**config.mk**
```make
export PLATFORM = sky130hd
export DESIGN_NAME = lock_order_deadlock_detector_unit_flat
export DESIGN_NICKNAME = d
export VERILOG_FILES = /design/src/sv/lodd_pkg.sv /design/src/sv/lodd_req_if.sv /design/src/sv/lodd_rsp_if.sv /design/src/sv/lodd_ctrl.sv /design/src/sv/lodd_dp.sv /design/src/sv/lock_order_deadlock_detector_unit.sv /design/src/flat_wrapper.sv
export SDC_FILE = /design/constraint.sdc
export NUM_CORES = 1
export LEC_CHECK = 0
export BUFFER_PORTS_ARGS = -buffer_cell sky130_fd_sc_hd__buf_2
export CAP_MARGIN = 20
export CELL_PAD_IN_SITES_DETAIL_PLACEMENT = 0
export CELL_PAD_IN_SITES_GLOBAL_PLACEMENT = 1
export CORE_MARGIN = 10
export CORE_UTILIZATION = 30
export DETAILED_ROUTE_END_ITERATION = 8
export PLACE_DENSITY = 0.63
export SLEW_MARGIN = 20
export SYNTH_ARGS = -nofsm -noshare
export SYNTH_HDL_FRONTEND = slang
export SYNTH_SLANG_ARGS = --single-unit
```
**constraint.sdc**
```tcl
create_clock -name clock -period 4.8 [get_ports clock]
set_clock_uncertainty 0.1 [all_clocks]
set_input_delay 0.96 -clock clock [delete_from_list [all_inputs] [get_ports clock]]
set_output_delay 0.96 -clock clock [all_outputs]
set_load 0.005 [all_outputs]
```
**src/sv/lodd_pkg.sv**
```systemverilog
`timescale 1ns / 1ps

package lodd_pkg;

   localparam int unsigned OpWidth     = 1;
   localparam int unsigned ThreadWidth = 2;
   localparam int unsigned LockWidth   = 4;
   localparam int unsigned StatusWidth = 3;

   typedef enum logic [OpWidth-1:0] {
      OP_ACQUIRE = 1'b0,
      OP_RELEASE = 1'b1
   } op_type;

   typedef enum logic [StatusWidth-1:0] {
      RS_OK          = 3'd0,
      RS_DEADLOCK    = 3'd1,
      RS_REL_EMPTY   = 3'd2,
      RS_REL_NOT_TOP = 3'd3,
      RS_STACK_FULL  = 3'd4
   } status_type;

   typedef enum logic [2:0] {
      S_IDLE,
      S_FETCH,
      S_EVAL,
      S_SEARCH,
      S_DONE
   } state_type;

   typedef struct packed {
      logic       capture;
      logic       search_start;
      logic       search_step;
      logic       push;
      logic       pop;
      logic       add_edge;
      logic       set_result;
      status_type code;
      logic       out_load;
   } cmd_type;

   typedef struct packed {
      logic is_release;
      logic level_zero;
      logic level_full;
      logic top_match;
      logic edge_present;
      logic search_done;
      logic reached;
      logic out_free;
   } stat_type;

endpackage

```
**src/sv/lodd_req_if.sv**
```systemverilog
`timescale 1ns / 1ps

interface lodd_req_if;
   logic                              valid;
   logic                              ready;
   logic [lodd_pkg::OpWidth-1:0]      op;
   logic [lodd_pkg::ThreadWidth-1:0]  thread;
   logic [lodd_pkg::LockWidth-1:0]    lock_id;

   modport source (output valid, output op, output thread, output lock_id, input ready);
   modport sink   (input valid, input op, input thread, input lock_id, output ready);
endinterface

```
**src/sv/lodd_rsp_if.sv**
```systemverilog
`timescale 1ns / 1ps

interface lodd_rsp_if;
   logic                              valid;
   logic                              ready;
   logic [lodd_pkg::StatusWidth-1:0]  status;
   logic [lodd_pkg::LockWidth-1:0]    edge_from;
   logic [lodd_pkg::LockWidth-1:0]    edge_to;

   modport source (output valid, output status, output edge_from, output edge_to, input ready);
   modport sink   (input valid, input status, input edge_from, input edge_to, output ready);
endinterface

```
**src/sv/lodd_ctrl.sv**
```systemverilog
`timescale 1ns / 1ps

module lodd_ctrl (
   input  logic               clock,
   input  logic               reset,
   input  logic               req_valid,
   output logic               req_ready,
   input  lodd_pkg::stat_type stat,
   output lodd_pkg::cmd_type  cmd
);

   lodd_pkg::state_type state_ff, state_in;

   always_ff @(posedge clock) begin
      if (reset) begin
         state_ff <= lodd_pkg::S_IDLE;
      end else begin
         state_ff <= state_in;
      end
   end

   always_comb begin
      state_in = state_ff;
      unique case (state_ff)
         lodd_pkg::S_IDLE: begin
            if (req_valid) state_in = lodd_pkg::S_FETCH;
         end
         lodd_pkg::S_FETCH: begin
            state_in = lodd_pkg::S_EVAL;
         end
         lodd_pkg::S_EVAL: begin
            if (!stat.is_release && !stat.level_full && !stat.level_zero &&
                !stat.top_match && !stat.edge_present) begin
               state_in = lodd_pkg::S_SEARCH;
            end else begin
               state_in = lodd_pkg::S_DONE;
            end
         end
         lodd_pkg::S_SEARCH: begin
            if (stat.search_done) state_in = lodd_pkg::S_DONE;
         end
         lodd_pkg::S_DONE: begin
            if (stat.out_free) state_in = lodd_pkg::S_IDLE;
         end
         default: state_in = lodd_pkg::S_IDLE;
      endcase
   end

   always_comb begin
      cmd       = '0;
      cmd.code  = lodd_pkg::RS_OK;
      req_ready = 1'b0;
      unique case (state_ff)
         lodd_pkg::S_IDLE: begin
            req_ready   = !reset;
            cmd.capture = req_valid && !reset;
         end
         lodd_pkg::S_FETCH: begin
         end
         lodd_pkg::S_EVAL: begin
            if (!stat.is_release) begin
               if (stat.level_full) begin
                  cmd.set_result = 1'b1;
                  cmd.code       = lodd_pkg::RS_STACK_FULL;
               end else if (stat.level_zero || stat.top_match || stat.edge_present) begin
                  cmd.push       = 1'b1;
                  cmd.set_result = 1'b1;
               end else begin
                  cmd.search_start = 1'b1;
               end
            end else begin
               cmd.set_result = 1'b1;
               if (stat.level_zero) begin
                  cmd.code = lodd_pkg::RS_REL_EMPTY;
               end else if (!stat.top_match) begin
                  cmd.code = lodd_pkg::RS_REL_NOT_TOP;
               end else begin
                  cmd.pop = 1'b1;
               end
            end
         end
         lodd_pkg::S_SEARCH: begin
            cmd.search_step = 1'b1;
            if (stat.search_done) begin
               cmd.set_result = 1'b1;
               if (stat.reached) begin
                  cmd.code = lodd_pkg::RS_DEADLOCK;
               end else begin
                  cmd.add_edge = 1'b1;
                  cmd.push     = 1'b1;
               end
            end
         end
         lodd_pkg::S_DONE: begin
            cmd.out_load = stat.out_free;
         end
         default: begin
         end
      endcase
   end

endmodule

```
**src/sv/lodd_dp.sv**
```systemverilog
`timescale 1ns / 1ps

module lodd_dp #(
   parameter int unsigned LOCK_COUNT   = 16,
   parameter int unsigned THREAD_COUNT = 4,
   parameter int unsigned STACK_DEPTH  = 16
) (
   input  logic                                clock,
   input  logic                                reset,
   input  logic [lodd_pkg::OpWidth-1:0]        req_op,
   input  logic [lodd_pkg::ThreadWidth-1:0]    req_thread,
   input  logic [lodd_pkg::LockWidth-1:0]      req_lock_id,
   output logic                                rsp_valid,
   input  logic                                rsp_ready,
   output logic [lodd_pkg::StatusWidth-1:0]    rsp_status,
   output logic [lodd_pkg::LockWidth-1:0]      rsp_edge_from,
   output logic [lodd_pkg::LockWidth-1:0]      rsp_edge_to,
   input  lodd_pkg::cmd_type                   cmd,
   output lodd_pkg::stat_type                  stat
);

   localparam int unsigned LkW      = $clog2(LOCK_COUNT);
   localparam int unsigned ThW      = (THREAD_COUNT > 1) ? $clog2(THREAD_COUNT) : 1;
   localparam int unsigned SdW      = $clog2(STACK_DEPTH);
   localparam int unsigned LvW      = $clog2(STACK_DEPTH + 1);
   localparam int unsigned RdW      = $clog2(LOCK_COUNT);
   localparam int unsigned MemDepth = THREAD_COUNT * (1 << SdW);
   localparam int unsigned ThIn     = 1 << lodd_pkg::ThreadWidth;
   localparam int unsigned LkIn     = 1 << lodd_pkg::LockWidth;

   // input folding tables
   logic [ThW-1:0] th_tbl [ThIn];
   logic [LkW-1:0] lk_tbl [LkIn];

   for (genvar g = 0; g < ThIn; g++) begin : g_th_tbl
      assign th_tbl[g] = ThW'(g % THREAD_COUNT);
   end
   for (genvar g = 0; g < LkIn; g++) begin : g_lk_tbl
      assign lk_tbl[g] = LkW'(g % LOCK_COUNT);
   end

   logic                    rel_ff;
   logic [ThW-1:0]          th_ff;
   logic [LkW-1:0]          lk_ff;
   logic [LkW-1:0]          top_ff;
   logic [LvW-1:0]          level_ff [THREAD_COUNT];
   logic [LOCK_COUNT-1:0]   graph_ff [LOCK_COUNT];
   logic [LkW-1:0]          stack_mem [MemDepth];
   logic [LOCK_COUNT-1:0]   seen_ff, frontier_ff;
   logic [LOCK_COUNT-1:0]   seen_in, frontier_in, reach_next;
   logic [RdW-1:0]          round_ff;
   lodd_pkg::status_type    code_ff;
   logic [LkW-1:0]          efrom_ff, eto_ff;
   logic                    rsp_valid_ff;
   logic [lodd_pkg::StatusWidth-1:0] rsp_status_ff;
   logic [lodd_pkg::LockWidth-1:0]   rsp_from_ff, rsp_to_ff;

   logic [LvW-1:0]          lvl;
   logic [LvW-1:0]          lvl_dec;
   logic [ThW+SdW-1:0]      rd_addr, wr_addr;

   assign lvl     = level_ff[th_ff];
   assign lvl_dec = lvl - LvW'(1);
   assign rd_addr = {th_ff, lvl_dec[SdW-1:0]};
   assign wr_addr = {th_ff, lvl[SdW-1:0]};

   always_ff @(posedge clock) begin
      if (cmd.capture) begin
         rel_ff <= (lodd_pkg::op_type'(req_op) == lodd_pkg::OP_RELEASE);
         th_ff  <= th_tbl[req_thread];
         lk_ff  <= lk_tbl[req_lock_id];
      end
   end

   // held-lock stacks
   always_ff @(posedge clock) begin
      top_ff <= stack_mem[rd_addr];
      if (cmd.push) stack_mem[wr_addr] <= lk_ff;
   end

   always_ff @(posedge clock) begin
      if (reset) begin
         level_ff <= '{default: '0};
      end else if (cmd.push) begin
         level_ff[th_ff] <= lvl + LvW'(1);
      end else if (cmd.pop) begin
         level_ff[th_ff] <= lvl_dec;
      end
   end

   // lock-order graph
   always_ff @(posedge clock) begin
      if (reset) begin
         graph_ff <= '{default: '0};
      end else if (cmd.add_edge) begin
         graph_ff[top_ff][lk_ff] <= 1'b1;
      end
   end

   // frontier expansion
   always_comb begin
      reach_next = '0;
      for (int v = 0; v < LOCK_COUNT; v++) begin
         if (frontier_ff[v]) reach_next = reach_next | graph_ff[v];
      end
      seen_in     = seen_ff | reach_next;
      frontier_in = reach_next & ~seen_ff;
   end

   always_ff @(posedge clock) begin
      if (cmd.search_start) begin
         seen_ff     <= LOCK_COUNT'(1) << lk_ff;
         frontier_ff <= LOCK_COUNT'(1) << lk_ff;
         round_ff    <= '0;
      end else if (cmd.search_step) begin
         seen_ff     <= seen_in;
         frontier_ff <= frontier_in;
         round_ff    <= round_ff + RdW'(1);
      end
   end

   always_ff @(posedge clock) begin
      if (cmd.set_result) begin
         code_ff <= cmd.code;
         if (cmd.code == lodd_pkg::RS_DEADLOCK) begin
            efrom_ff <= top_ff;
            eto_ff   <= lk_ff;
         end else begin
            efrom_ff <= '0;
            eto_ff   <= '0;
         end
      end
   end

   // result register
   always_ff @(posedge clock) begin
      if (reset) begin
         rsp_valid_ff <= 1'b0;
      end else if (cmd.out_load) begin
         rsp_valid_ff <= 1'b1;
      end else if (rsp_ready) begin
         rsp_valid_ff <= 1'b0;
      end
   end

   always_ff @(posedge clock) begin
      if (cmd.out_load) begin
         rsp_status_ff <= code_ff;
         rsp_from_ff   <= lodd_pkg::LockWidth'(efrom_ff);
         rsp_to_ff     <= lodd_pkg::LockWidth'(eto_ff);
      end
   end

   assign rsp_valid     = rsp_valid_ff;
   assign rsp_status    = rsp_status_ff;
   assign rsp_edge_from = rsp_from_ff;
   assign rsp_edge_to   = rsp_to_ff;

   assign stat.is_release   = rel_ff;
   assign stat.level_zero   = (lvl == '0);
   assign stat.level_full   = (lvl == LvW'(STACK_DEPTH));
   assign stat.top_match    = (top_ff == lk_ff);
   assign stat.edge_present = graph_ff[top_ff][lk_ff];
   assign stat.reached      = seen_in[top_ff];
   assign stat.search_done  = seen_in[top_ff] || (frontier_in == '0) ||
                              (round_ff == RdW'(LOCK_COUNT - 1));
   assign stat.out_free     = !rsp_valid_ff || rsp_ready;

endmodule

```
**src/sv/lock_order_deadlock_detector_unit.sv**
```systemverilog
// an accepted beat passes the FETCH, EVAL and DONE states before its result is
//   loaded; an acquire that may add a new order edge first runs frontier
//   expansion over the order graph in SEARCH, and DONE waits for a free result slot
// a new request is taken only in IDLE, after the result of the last one is loaded
// reset: synchronous; clears stack levels, the order graph and the result valid flag
`timescale 1ns / 1ps

module lock_order_deadlock_detector_unit #(
   parameter int unsigned LOCK_COUNT   = 16,
   parameter int unsigned THREAD_COUNT = 4,
   parameter int unsigned STACK_DEPTH  = 16
) (
   input  logic       clock,
   input  logic       reset,
   lodd_req_if.sink   req_ch,
   lodd_rsp_if.source rsp_ch
);

   lodd_pkg::cmd_type  cmd;
   lodd_pkg::stat_type stat;

   lodd_ctrl u_ctrl (
      .clock     (clock),
      .reset     (reset),
      .req_valid (req_ch.valid),
      .req_ready (req_ch.ready),
      .stat      (stat),
      .cmd       (cmd)
   );

   lodd_dp #(
      .LOCK_COUNT   (LOCK_COUNT),
      .THREAD_COUNT (THREAD_COUNT),
      .STACK_DEPTH  (STACK_DEPTH)
   ) u_dp (
      .clock         (clock),
      .reset         (reset),
      .req_op        (req_ch.op),
      .req_thread    (req_ch.thread),
      .req_lock_id   (req_ch.lock_id),
      .rsp_valid     (rsp_ch.valid),
      .rsp_ready     (rsp_ch.ready),
      .rsp_status    (rsp_ch.status),
      .rsp_edge_from (rsp_ch.edge_from),
      .rsp_edge_to   (rsp_ch.edge_to),
      .cmd           (cmd),
      .stat          (stat)
   );

endmodule

```
**src/flat_wrapper.sv**
```systemverilog
// flat-port wrapper written by rule: the top's interface ports become plain ports
module lock_order_deadlock_detector_unit_flat 
#(
   parameter int unsigned LOCK_COUNT   = 16,
   parameter int unsigned THREAD_COUNT = 4,
   parameter int unsigned STACK_DEPTH  = 16
)
  (clock, reset, req_ch_valid, req_ch_op, req_ch_thread, req_ch_lock_id, req_ch_ready, rsp_ch_valid, rsp_ch_status, rsp_ch_edge_from, rsp_ch_edge_to, rsp_ch_ready);
  lodd_req_if req_ch_i ();
  lodd_rsp_if rsp_ch_i ();
  input  logic clock;
  input  logic reset;
  input wire logic [$bits(req_ch_i.valid)-1:0] req_ch_valid;
  input wire logic [$bits(req_ch_i.op)-1:0] req_ch_op;
  input wire logic [$bits(req_ch_i.thread)-1:0] req_ch_thread;
  input wire logic [$bits(req_ch_i.lock_id)-1:0] req_ch_lock_id;
  output wire logic [$bits(req_ch_i.ready)-1:0] req_ch_ready;
  output wire logic [$bits(rsp_ch_i.valid)-1:0] rsp_ch_valid;
  output wire logic [$bits(rsp_ch_i.status)-1:0] rsp_ch_status;
  output wire logic [$bits(rsp_ch_i.edge_from)-1:0] rsp_ch_edge_from;
  output wire logic [$bits(rsp_ch_i.edge_to)-1:0] rsp_ch_edge_to;
  input wire logic [$bits(rsp_ch_i.ready)-1:0] rsp_ch_ready;
  assign req_ch_i.valid = req_ch_valid;
  assign req_ch_i.op = req_ch_op;
  assign req_ch_i.thread = req_ch_thread;
  assign req_ch_i.lock_id = req_ch_lock_id;
  assign req_ch_ready = req_ch_i.ready;
  assign rsp_ch_valid = rsp_ch_i.valid;
  assign rsp_ch_status = rsp_ch_i.status;
  assign rsp_ch_edge_from = rsp_ch_i.edge_from;
  assign rsp_ch_edge_to = rsp_ch_i.edge_to;
  assign rsp_ch_i.ready = rsp_ch_ready;
  lock_order_deadlock_detector_unit #(.LOCK_COUNT(LOCK_COUNT), .THREAD_COUNT(THREAD_COUNT), .STACK_DEPTH(STACK_DEPTH)) u_core (.clock(clock), .reset(reset), .req_ch(req_ch_i), .rsp_ch(rsp_ch_i));
endmodule
```
# == Yosys cells after proc, flatten, opt, wreduce, memory -nomap -nowiden ==
# Memories as Yosys holds them, arrays and structs flattened. A register that Yosys moved wholly into a read port is not among the register bits.
# Cells that the tools add are included.
# word_totals
ff_bits,341
mem_bits_rw,256
romBits,64
output_inout_bits,13
mem_count,2
# classes
addsub,3
magnitude_cmp,8
n_eq_ne,11
shifts,1
mux,79
bitwise,23
reduce_logical,27
# mem_list
memory,depth,word_bits,read_ports,rd_clocked_by_memory_dff,write_ports,line_no,source
u_core.u_dp.stack_mem,64,4,1,1,1,lodd_dp.sv:48,logic [LkW-1:0] stack_mem [MemDepth];
(no name shown),16,4,1,1,0,lodd_dp.sv:71,lk_ff <= lk_tbl[req_lock_id];
# op_table
operator,n
$mux W16,23
$or A16 B16 Y16,16
$or A256 B256 Y256,1
$bmux W16 S4,1
$demux W16 S4,1
$bwmux W20,2
$mux W20,2
$mux W1,27
$mux W5,4
$and A16 B16 Y16,1
$logic_not A16 Y1,1
$not A16 Y16,1
$shl A1 B4 Y16 const A,1
$mux W3,5
$pmux W3 S5,1
$bmux W5 S2,1
$demux W5 S2,1
$lt A4 B5 Y1 const B,2
$not A4 Y5,2
$bmux W1 S4,2
$logic_and A1 B1 Y1,8
$mux W2,4
$pmux W4 S2,1
$logic_not A1 Y1,7
other kinds (26),37

# == Logic depth before layout (Yosys ltp) ==
# Gate-level depths: netlist (run 1).
# logic_depth
word_depth,40
ltp_mapped,18
depth_no_buf,14

# == By module ==
# A second synthesis (run 1) with hierarchy kept.
# unflattened
cells_unflattened,2168
hier_area_um2,25720.9
# modules_own_cells
mod,n_inst,cells_per_inst,area_each_um2,seq_area_each_um2
lodd_dp,1,2128,25423.1,15224.6
lodd_ctrl,1,40,297.8,60.1

# == Least setup slack after synthesis (run 1) ==
# Ideal clock, no wire load.
# synth_path
kind,reg-to-reg
start,reg u_core.u_dp.lk_ff[0]
end,reg u_core.u_dp.frontier_ff[0] (enable)
setup_ns,0.389
arrival_ns,3.933
setup_slack_ns,0.378
path_stages_with_launch,12
period_less_slack_ns,4.422
path_cell_list,edfxtp_1 > buf_2 > clkbuf_1 > nor2_1 > a211o_1 > nand4b_1 > a311oi_4 > nor2_1 > nor2_1 > buf_2 > inv_1 > nand2_1
# synth_between
elab_chain_len,8
word_cells_on_any_way,10
classes_between,1 x eq/ne; 6 x mux; 3 x reduce/logical
# synth_rtl
item,line_no,source
"start, declared",lodd_dp.sv:44,logic [LkW-1:0] lk_ff;
$bmux W1 S4 or $eq A4 B4 Y1 (tied branches),"lodd_dp.sv:163, lodd_dp.sv:162",
$mux W1 (implied by the code) or $logic_or A1 B1 Y1 (tied branches),"lodd_dp.sv:163, lodd_ctrl.sv:65",
$logic_or A1 B1 Y1 (*),lodd_ctrl.sv:65,end else if (stat.level_zero || stat.top_match || stat.edge_present) begin
$mux W1 (*),lodd_ctrl.sv:65,
$mux W1 (*),lodd_ctrl.sv:62,if (stat.level_full) begin
$mux W1 (*),lodd_ctrl.sv:61,if (!stat.is_release) begin
$mux W1 (*),lodd_ctrl.sv:53,unique case (state_ff)
$reduce_bool A2 Y1 (no source line) (*),--,
"end signal, assigned",lodd_dp.sv:113,frontier_ff <= LOCK_COUNT'(1) << lk_ff;
"end signal, assigned",lodd_dp.sv:117,frontier_ff <= frontier_in;
"end, declared",lodd_dp.sv:49,"logic [LOCK_COUNT-1:0] seen_ff, frontier_ff;"
# Every way passes the cells marked *; elsewhere a longest branch is shown, timed or not. The select of a mux whose other input is x is not followed.
# A chain may end at the register's enable or synchronous reset.

# == Worst setup path after layout (run 1) ==
# layout_path
start,reg u_core.u_dp.top_ff[0] (read register of u_core.u_dp.stack_mem)
end,reg u_core.u_dp.frontier_ff[12] (data pin)
# layout_between
elab_chain_len,12
word_cells_on_any_way,14
classes_between,1 x eq/ne; 10 x mux; 1 x bitwise; 2 x reduce/logical
# layout_rtl
item,line_no,source
"start, declared",lodd_dp.sv:45,logic [LkW-1:0] top_ff;
$not A4 Y5 (implied by the code),lodd_dp.sv:163,assign stat.edge_present = graph_ff[top_ff][lk_ff];
$bmux W16 S4,lodd_dp.sv:163,
$mux W16 (implied by the code) (2 in series),lodd_dp.sv:163,
$bmux W1 S4,lodd_dp.sv:163,
$mux W1 (implied by the code),lodd_dp.sv:163,
$logic_or A1 B1 Y1 (*),lodd_ctrl.sv:65,
$mux W1 (*),lodd_ctrl.sv:65,
$mux W1 (*),lodd_ctrl.sv:62,
$mux W1 (*),lodd_ctrl.sv:61,
$mux W1 (*),lodd_ctrl.sv:53,
$mux W16 (*),lodd_dp.sv:111,if (cmd.search_start) begin
# Marked as above.

==> results of run 1 <==
through the flow:
stage	instances	util	hold slack (ps)	setup WS, ps
floorplan	2130	-	300	378
global placement	3240	0.322	323	325
global route	3347	0.344	343	171
finish	3347	0.344	335	254
detailed placement	3240	0.322	322	264
CTS	3347	0.344	335	243
final cells by class:
cell class,count,area [um^2],area share
multi-input cells,1332,9960,0.335
flip-flops and latches,605,15300,0.514
clock buffers,83,1660,0.0557
repair buffers,136,1110,0.0373
well taps,1155,1450,0.0486
clock inverters,24,243,0.00816
inverters,12,45.0,0.00151
kinds of logic (layout without fill, tap and decap cells):
logic type      after synthesis  in the layout  synth area share
flops                       605            605             0.586
simple gates                588            588             0.103
compound gates              538            538             0.137
buf+inv                     193            255            0.0373
mux                         191            191             0.132
xor+xnor                     12             12           0.00403
fa+ha+maj                     3              3           0.00144
synth_stat cells (all sizes together), types with 3 or more instances:
master | n | area, um^2
edfxtp | 317 | 9520
nand3 | 17 | 85.1
xor2 | 9 | 78.8
mux2 | 4 | 45.0
nor4 | 7 | 50.1
nor3 | 16 | 85.1
buf | 87 | 568
mux4 | 122 | 2750
o22ai | 30 | 188
nand2 | 57 | 214
a221oi | 75 | 657
a21oi | 270 | 1350
o311ai | 3 | 26.3
a311oi | 5 | 61.3
a32oi | 3 | 26.3
and3 | 19 | 119
a41oi | 4 | 35.0
clkbuf | 94 | 360
nor3b | 6 | 90.1
or3 | 9 | 56.3
mux2i | 65 | 654
inv | 11 | 41.3
and2 | 6 | 37.5
o211a | 3 | 30.0
a22o | 66 | 578
a211oi | 6 | 45.0
o211ai | 6 | 45.0
nor2b | 32 | 200
nor2 | 372 | 1400
dfxtp | 288 | 5770
or2 | 5 | 31.3
ha | 3 | 37.5
o2111ai | 4 | 35.0
and4 | 17 | 149
nand2b | 15 | 93.8
a31oi | 3 | 18.8
a22oi | 19 | 143
xnor2 | 3 | 26.3
o32ai | 18 | 176
o31ai | 4 | 30.0
o21ai | 12 | 60.1
sequential cells by signal (all words and copies together), names as in the netlist, 16 cells and up, named ones only:
signal	count
u_core.u_dp.graph_ff	256
u_core.u_dp.stack_mem	256
u_core.u_dp.level_ff	16
u_core.u_dp.frontier_ff	16
u_core.u_dp.seen_ff	16
power by group through the flow:
stage / Sequential (mW) / Clock (mW) / Combinational [mW]
floorplan: 5.60 / 0 / 0.677
global placement: 5.66 / 0 / 1.04
detailed placement: 5.66 / 0 / 1.05
CTS: 5.55 / 4.70 / 1.05
global route: 5.55 / 4.91 / 1.11
finish: 5.55 / 4.61 / 1.06
final timing paths:
check | startpoint | end | depth (start not counted)
setup / recovery | u_core.u_dp.top_ff[0]$_DFF_P_ | u_core.u_dp.frontier_ff[12]$_DFFE_PP_ | 11
hold / removal | u_core.u_dp.eto_ff[2]$_SDFFCE_PP0P_ | u_core.u_dp.rsp_edge_to[2]$_DFFE_PP_ | 0
setup reg to reg | u_core.u_dp.top_ff[0]$_DFF_P_ | u_core.u_dp.frontier_ff[12]$_DFFE_PP_ | 11
hold reg to reg | u_core.u_dp.eto_ff[2]$_SDFFCE_PP0P_ | u_core.u_dp.rsp_edge_to[2]$_DFFE_PP_ | 0
cells in the final DEF (no fill, tap or decap), types with 19 or more instances in the layout:
master       n
edfxtp_1   317
a21oi_1    270
buf_2       22
mux4_2     122
o22ai_1     30
clkbuf_16   59
nand2_1     57
mux2i_1     64
a221oi_1    75
nor2_1     358
and3_1      19
nor2b_1     32
a22o_1      66
buf_4      102
dfxtp_1    286
a22oi_1     19
layer usage:
layer	routed length, um	track usage	vias up
met1	35000	0.218	9391
met2	38400	0.259	874
met3	6420	0.0273	179
li1	-	-	8165
met4	3120	0.0636	0
met5	0	0	-
repair_timing:
item                                   CTS  global route
endpoints found under the hold margin    0             0
setup endpoints to repair                0             3
resized for setup                        0             1
hold buffers                             0             0
==> results.ini, run 1 <==
[floorplanning]
num_io_pins = 24
die_h_um = 315
floorplan.rows = 108
start_util = 0.302
die-area_um2 = 99200
core_area_um2 = 86500
die_x_um = 315

[yosys]
synth_area_um2 = 26100
ys.flop_type = edfxtp_1
syn_avg_cell_area_um2 = 12.3
syn-num-nets = 2144
synthCells = 2130
synth_edf_count = 317
synth-seq-area-share = 0.586
synth_warnings = 0
async_flop_share = 0
synth_cell_types = 68
ys_ff_latch = 605

[placed_design]
hpwl_um = 54300
place_area_um2 = 27800
gp_congestion = 0.920
portBuffers = 23

[grt]
grt_pass1_vias = 18200
grt_pass1_wl_um = 122000
overflow = 0
antenna_found_initial = 0
grt_max_degree = 158
track_usage = 0.162

[setup_path]
arrival_ps = 4850
path_class = reg -> reg
cpMaxStageDelayCell = dfxtp_2
crit_chain = buf_12 -> mux4_2 -> a41oi_1 -> o31ai_1 -> a221o_1 -> a311oi_4 -> nor2_1 -> nor2_2 -> buf_4 -> nand2_1 -> o32ai_1
startpoint_type = flop
endpoint_kind = flop
critPathMaxFanout = 39
required_ps = 5100
critPathMaxStageDelay_ps = 690
crit_family = compound AO/OA/AOI/OAI gates
ff2ff_setup_slack_ps = 250
critPathBufInv = 2

[power_and_ir_drop]
switchingPower_mw = 2.79
ir_drop_mv = 0.299
intPower_mw = 8.44
totalPowerFinal_mw = 11.2
power_density_nw_per_um2 = 377
seqPwrFrac = 0.494
swShare = 0.248
p_leak_nw = 9.84
pwr-share-clk = 0.411
combPwrFrac = 0.094

[timing]
setup_viol = 0
worstMarginPinSlew_ps = 1130
max_freq_mhz = 220
fin_crit_sh = 0.947
hold_viol_final = 0
relSlewSlack = 0.242
post-route-min-period_ps = 4550
fin_setup_tns_ps = 0
slew_viol_final = 0
rsz0062_at_grt = false

[clock_tree]
cts_root_buf = clkbuf_16
clk_pin_slew_ps = 60
tritoncts = yes
clock_latency_ps = 630
cts_setup_buffers = 0
numCtsBuffers = 59
cts_buffer_depth = 3
cts-htree-levels = 2
clkSinkCount = 605

[detailed_routing]
wl_um = 82900
vias = 18600
drc = 0
vias_per_cell = 5.56
wl_per_cell_um = 24.8
ant_nets = 0
dr.pass1.iters = 5
drt_iter0_drc = 2132

[layout]
area_growth_pct = 14.0
fin_nets = 2160
fillers = 8574
drive_above_1_share = 0.175
antenna_cells = 0
fin_area_um2 = 29800

[min_path]
hp-class = reg -> reg

[flow_run]
maxCapViolations = 0

[outcome]
status = complete, no violations

Note: power is estimated with default switching activity, not from simulation.
==> run 2, diff against run 1 <==
CORE_ASPECT_RATIO = 0.8   (was unset)
REMOVE_ABC_BUFFERS = 1   (was unset)
==> run 2 against run 1 <==
Final area grew 0.79%. Via count is 0.77% higher. First-iteration DRC count up 0.42%. Power rose by 1.8%. Fmax about the same. Clock power grew 4%. Setup slack barely moved. Largest cell class unchanged. Highest routed layer is now met5.
==> results.ini, run 2 (synthesis gave the netlist of run 1 again) <==
[outcome]
status = complete, no violations  ; unchanged

[setup_path]
crit_chain = buf_4 -> a221oi_1 -> and4_1 -> a221oi_1 -> a311oi_1 -> nor4_2 -> o32ai_4 -> buf_4 -> nor2_2 -> nor3_1 -> o211a_1  ; was buf_12 -> mux4_2 -> a41oi_1 -> o31ai_1 -> a221o_1 -> a311oi_4 -> nor2_1 -> nor2_2 -> buf_4 -> nand2_1 -> o32ai_1
critPathBufInv = 2  ; unchanged
path_class = reg -> reg  ; unchanged
critPathMaxStageDelay_ps = 870  ; was 690 ps
critPathMaxFanout = 23  ; was 39
required_ps = 5220  ; was 5100 ps
startpoint_type = flop  ; unchanged
crit_family = simple AND/OR/NAND/NOR gates  ; was compound AO/OA/AOI/OAI gates
endpoint_kind = flop  ; unchanged
arrival_ps = 4970  ; was 4850 ps
cpMaxStageDelayCell = edfxtp_1  ; was dfxtp_2

[floorplanning]
floorplan.rows = 96  ; was 108
die_h_um = 284  ; was 315 um
num_io_pins = 24  ; unchanged
die-area_um2 = 99300  ; was 99,200 um^2
core_area_um2 = 86000  ; was 86,500 um^2
start_util = 0.303  ; was 0.302
die_x_um = 350  ; was 315 um

[timing]
hold_viol_final = 0  ; unchanged
slew_viol_final = 0  ; unchanged
post-route-min-period_ps = 4550  ; about the same
worstMarginPinSlew_ps = 1100  ; was 1130 ps
fin_crit_sh = 0.947  ; about the same
setup_viol = 0  ; unchanged
relSlewSlack = 0.265  ; was 0.242
max_freq_mhz = 220  ; about the same
rsz0062_at_grt = false  ; unchanged

[clock_tree]
tritoncts = yes  ; unchanged
cts_buffer_depth = 3  ; unchanged
clk_pin_slew_ps = 70  ; was 60 ps
cts_resized = 0  ; unchanged
clkSinkCount = 605  ; unchanged
cts_setup_buffers = 0  ; unchanged
holdBufCountCts = 0  ; unchanged
cts-htree-levels = 2  ; unchanged
cts_root_buf = clkbuf_16  ; unchanged
clock_latency_ps = 640  ; was 630 ps
numCtsBuffers = 58  ; was 59

[layout]
fin_nets = 2168  ; was 2,160
regArea_um2 = 15300  ; unchanged
area_growth_pct = 14.9  ; was 14.0%
antenna_cells = 0  ; unchanged
final_common_cell = nor2_1  ; unchanged
multi_input_area_um2 = 9940  ; was 9960 um^2
drive_above_1_share = 0.182  ; was 0.175
most-common-layout-cells = nor2_1 (359), edfxtp_1 (317), dfxtp_1 (286), a21oi_1 (270), mux4_2 (122)  ; was nor2_1 (358), edfxtp_1 (317), dfxtp_1 (286), a21oi_1 (270), mux4_2 (122)
fillers = 8369  ; was 8,574
reg_top3 = u_core.u_dp.graph_ff (256), u_core.u_dp.stack_mem (256)  ; unchanged
final_core_util = 0.349  ; was 0.344

[grt]
antenna_found_initial = 3  ; was 0
grt_pass1_wl_um = 123000  ; was 122,000 um
grt_pass1_vias = 18300  ; was 18,200
grt_max_degree = 212  ; was 158
track_usage = 0.162  ; about the same
overflow = 0  ; unchanged

[detailed_routing]
dr.pass1.iters = 5  ; unchanged
vias = 18800  ; was 18,600
drt_iter0_drc = 2141  ; was 2,132
wl_um = 83700  ; was 82,900 um
ant_nets = 0  ; unchanged
drc = 0  ; unchanged
vias_per_cell = 5.64  ; was 5.56
wl_per_cell_um = 25.1  ; was 24.8 um

[power_and_ir_drop]
ir_drop_mv = 0.268  ; was 0.299 mV
totalPowerFinal_mw = 11.4  ; was 11.2 mW
power_density_nw_per_um2 = 381  ; was 377 nW/um^2
p_leak_nw = 9.99  ; was 9.84 nW

[placed_design]
portBuffers = 23  ; unchanged
gp_congestion = 0.872  ; was 0.920
hpwl_um = 52700  ; was 54,300 um

[min_path]
hp-class = reg -> reg  ; unchanged

[flow_run]
maxCapViolations = 0  ; unchanged

## run 2: changes by cell type in the layout (fill, tap and decap cells not counted), sizes merged
| cell | change |
|---|---|
| clkbuf | +2 |
| buf | +9 |
| clkinvlp | -1 |
| clkinv | -3 |
| inv | +1 |
## run 2: power breakdown
part           internal [mW]  switching (mW)
combinational          0.365           0.726
sequential              5.46          0.0752
clock                   2.77            2.03
## run 2: worst paths after layout
path | from | endpoint | slack, ps | cells after the start
setup / recovery | u_core.u_dp.frontier_ff[8]$_DFFE_PP_ | flop | 250 | 11
hold / removal | u_core.u_dp.efrom_ff[0]$_SDFFCE_PP0P_ | u_core.u_dp.rsp_edge_from[0]$_DFFE_PP_ | 320 | 0
setup reg to reg | u_core.u_dp.frontier_ff[8]$_DFFE_PP_ | flop | 250 | 11
hold reg to reg | u_core.u_dp.efrom_ff[0]$_SDFFCE_PP0P_ | u_core.u_dp.rsp_edge_from[0]$_DFFE_PP_ | 320 | 0
## run 2: per-layer routing
layer | up-vias | track usage | routed length, um
met5 | - | 0 | 33
met4 | 4 | 0.0552 | 3050
met3 | 214 | 0.0308 | 7120
met2 | 977 | 0.250 | 37700
met1 | 9378 | 0.226 | 35700
li1 | 8180 | - | -
## run 2: final cells by class
cell class / instances / share of cell area
clock buffer: 85 / 0.0590
tap: 1127 / 0.0470
inverter: 12 / 0.00150
multi-input combinational: 1332 / 0.331
timing repair buffer: 145 / 0.0436
clock inverter: 21 / 0.00755
sequential: 605 / 0.510
## run 2: through the flow
stage / instances / hold slack [ps] / setup WS [ps] / TNS (ps) / instance area [um^2]
after global routing: 3327 / 329 / 52.8 / 0 / 30000
after global placement: 3220 / 310 / 362 / 0 / 28000
after floorplan: 1949 / 300 / -3280 / -915910 / 25200
final: 3327 / 321 / 253 / 0 / 30000
after detailed placement: 3221 / 306 / 414 / 0 / 28000
after CTS: 3327 / 321 / 394 / 0 / 30000
==> run 3, diff against run 2 <==
--- a/constraint.sdc
+++ b/constraint.sdc
@@ -4,2 +4,2 @@
 set_output_delay 0.96 -clock clock [all_outputs]
-set_load 0.005 [all_outputs]
+set_load 0.01 [all_outputs]
==> run 3 against run 2 <==
Combinational power hardly changed. Count of clock-buffer cells in the layout is 16 lower. Final area is 0.43% lower. Fmax is 0.62% higher. Non-clock buffer count stayed put. Clock power is 4.6% lower. Sequential share of layout area is 0.22 points higher. Power is 2.0% lower. Sequential power hardly changed. Via count is 0.37% lower. Critical path type unchanged. Largest cell class unchanged.
==> results.ini, run 3 (synthesis gave the netlist of run 1 again) <==
[timing]
fin_crit_sh = 0.941  ; was 0.947
setup_viol = 0  ; unchanged
worstMarginPinSlew_ps = 988  ; was 1100 ps
slew_viol_final = 0  ; unchanged
max_freq_mhz = 221  ; was 220 MHz
fin_setup_tns_ps = 0  ; unchanged
hold_viol_final = 0  ; unchanged
rsz0062_at_grt = false  ; unchanged
relSlewSlack = 0.341  ; was 0.265
post-route-min-period_ps = 4520  ; was 4550 ps

[setup_path]
startpoint_type = flop  ; unchanged
endpoint_kind = flop  ; unchanged
required_ps = 5210  ; was 5220 ps
reg2reg_depth = 11  ; unchanged
path_class = reg -> reg  ; unchanged
critPathMaxFanout = 23  ; unchanged
arrival_ps = 4930  ; was 4970 ps

[min_path]
hp-class = reg -> reg  ; unchanged
hold_depth = 0  ; unchanged

[detailed_routing]
vias = 18700  ; was 18,800
drt_iter0_drc = 2199  ; was 2,141
wl_um = 83000  ; was 83,700 um
wl_per_cell_um = 24.9  ; was 25.1 um
drc = 0  ; unchanged
vias_per_cell = 5.62  ; was 5.64
ant_nets = 0  ; unchanged
dr.pass1.iters = 7  ; was 5

[clock_tree]
cts-htree-levels = 2  ; unchanged
cts_buffer_depth = 3  ; unchanged
tritoncts = yes  ; unchanged
cts_resized = 0  ; unchanged
cts_setup_buffers = 0  ; unchanged
clkSinkCount = 605  ; unchanged
clk_pin_slew_ps = 70  ; about the same
numCtsBuffers = 57  ; was 58
cts_root_buf = clkbuf_16  ; unchanged
clock_latency_ps = 650  ; was 640 ps
holdBufCountCts = 0  ; unchanged

[layout]
reg_top3 = u_core.u_dp.graph_ff (256), u_core.u_dp.stack_mem (256)  ; unchanged
antenna_cells = 0  ; unchanged
area_growth_pct = 14.4  ; was 14.9%
most-common-layout-cells = nor2_1 (359), edfxtp_1 (317), dfxtp_1 (286), a21oi_1 (270), mux4_2 (122)  ; unchanged
drive_above_1_share = 0.180  ; was 0.182
final_common_cell = nor2_1  ; unchanged
fin_nets = 2167  ; was 2,168
fillers = 8386  ; was 8,369

[power_and_ir_drop]
power_density_nw_per_um2 = 375  ; was 381 nW/um^2
ir_drop_mv = 0.254  ; was 0.268 mV
totalPowerFinal_mw = 11.2  ; was 11.4 mW
p_leak_nw = 9.91  ; was 9.99 nW

[floorplanning]
floorplan.rows = 96  ; unchanged
num_io_pins = 24  ; unchanged
die_x_um = 350  ; unchanged
die-area_um2 = 99300  ; unchanged
die_h_um = 284  ; unchanged
core_area_um2 = 86000  ; unchanged
start_util = 0.303  ; unchanged

[grt]
antenna_found_initial = 3  ; unchanged
overflow = 0  ; unchanged
grt_max_degree = 211  ; was 212
grt_pass1_wl_um = 123000  ; about the same
grt_pass1_vias = 18300  ; about the same
track_usage = 0.162  ; about the same

[placed_design]
portBuffers = 23  ; unchanged
hpwl_um = 52700  ; about the same
gp_congestion = 0.872  ; about the same

[flow_run]
maxCapViolations = 0  ; unchanged

[outcome]
status = complete, no violations  ; unchanged

[run 3: final cells by class]
type / instances / area [um^2] / share of cell area
inverter: 12 / 45.0 / 0.00151
clock buffer: 69 / 1500 / 0.0503
clock inverter: 37 / 367 / 0.0123
timing repair buffer: 145 / 1310 / 0.0437
tap: 1127 / 1410 / 0.0472
multi-input combinational: 1332 / 9940 / 0.333
sequential: 605 / 15300 / 0.512
[run 3: layer usage]
layer,GRT usage,vias to the layer above,part of all wire
li1,-,8186,-
met1,0.223,9378,0.43
met2,0.248,912,0.45
met3,0.0283,208,0.080
met4,0.0648,0,0.041
met5,0,-,0
[run 3: critical path, stage by stage, from the launching register on]
cell,delay (ps)
edfxtp_1,880
buf_4,300
a221oi_1,90
and4_1,260
a221oi_1,280
a211oi_1,120
nor4_2,820
o32ai_4,230
buf_4,240
nor2_2,620
nor2_1,170
o211a_1,250
[run 3: power breakdown]
group | total [mW] | internal [mW] | switching [mW]
combinational | 1.09 | 0.365 | 0.720
sequential | 5.53 | 5.46 | 0.0741
clock | 4.58 | 2.55 | 2.02
total | 11.2 | 8.38 | 2.82
[run 3: final timing paths]
kind	startpoint	end	slack (ps)
worst max register to register	u_core.u_dp.frontier_ff[8]$_DFFE_PP_	u_core.u_dp.level_ff[11]$_SDFFE_PP0P_	280
worst min-delay path	u_core.u_dp.eto_ff[3]$_SDFFCE_PP0P_	u_core.u_dp.rsp_edge_to[3]$_DFFE_PP_	310
worst min register to register	u_core.u_dp.eto_ff[3]$_SDFFCE_PP0P_	u_core.u_dp.rsp_edge_to[3]$_DFFE_PP_	310
worst max-delay path	u_core.u_dp.frontier_ff[8]$_DFFE_PP_	u_core.u_dp.level_ff[11]$_SDFFE_PP0P_	280
[run 3: per-stage QoR]
step           hold WS, ps  cell area (um^2)  setup WS [ps]  std cells  utilization
2_1_floorplan          300             25200          -3280       1949            -
3_3_place_gp           311             28000            361       3220        0.325
3_5_place_dp           306             28000            430       3221        0.325
4_1_cts                321             29900            372       3327        0.347
5_1_grt                331             29900           24.2       3327        0.347
6_report               308             29900            281       3327        0.347
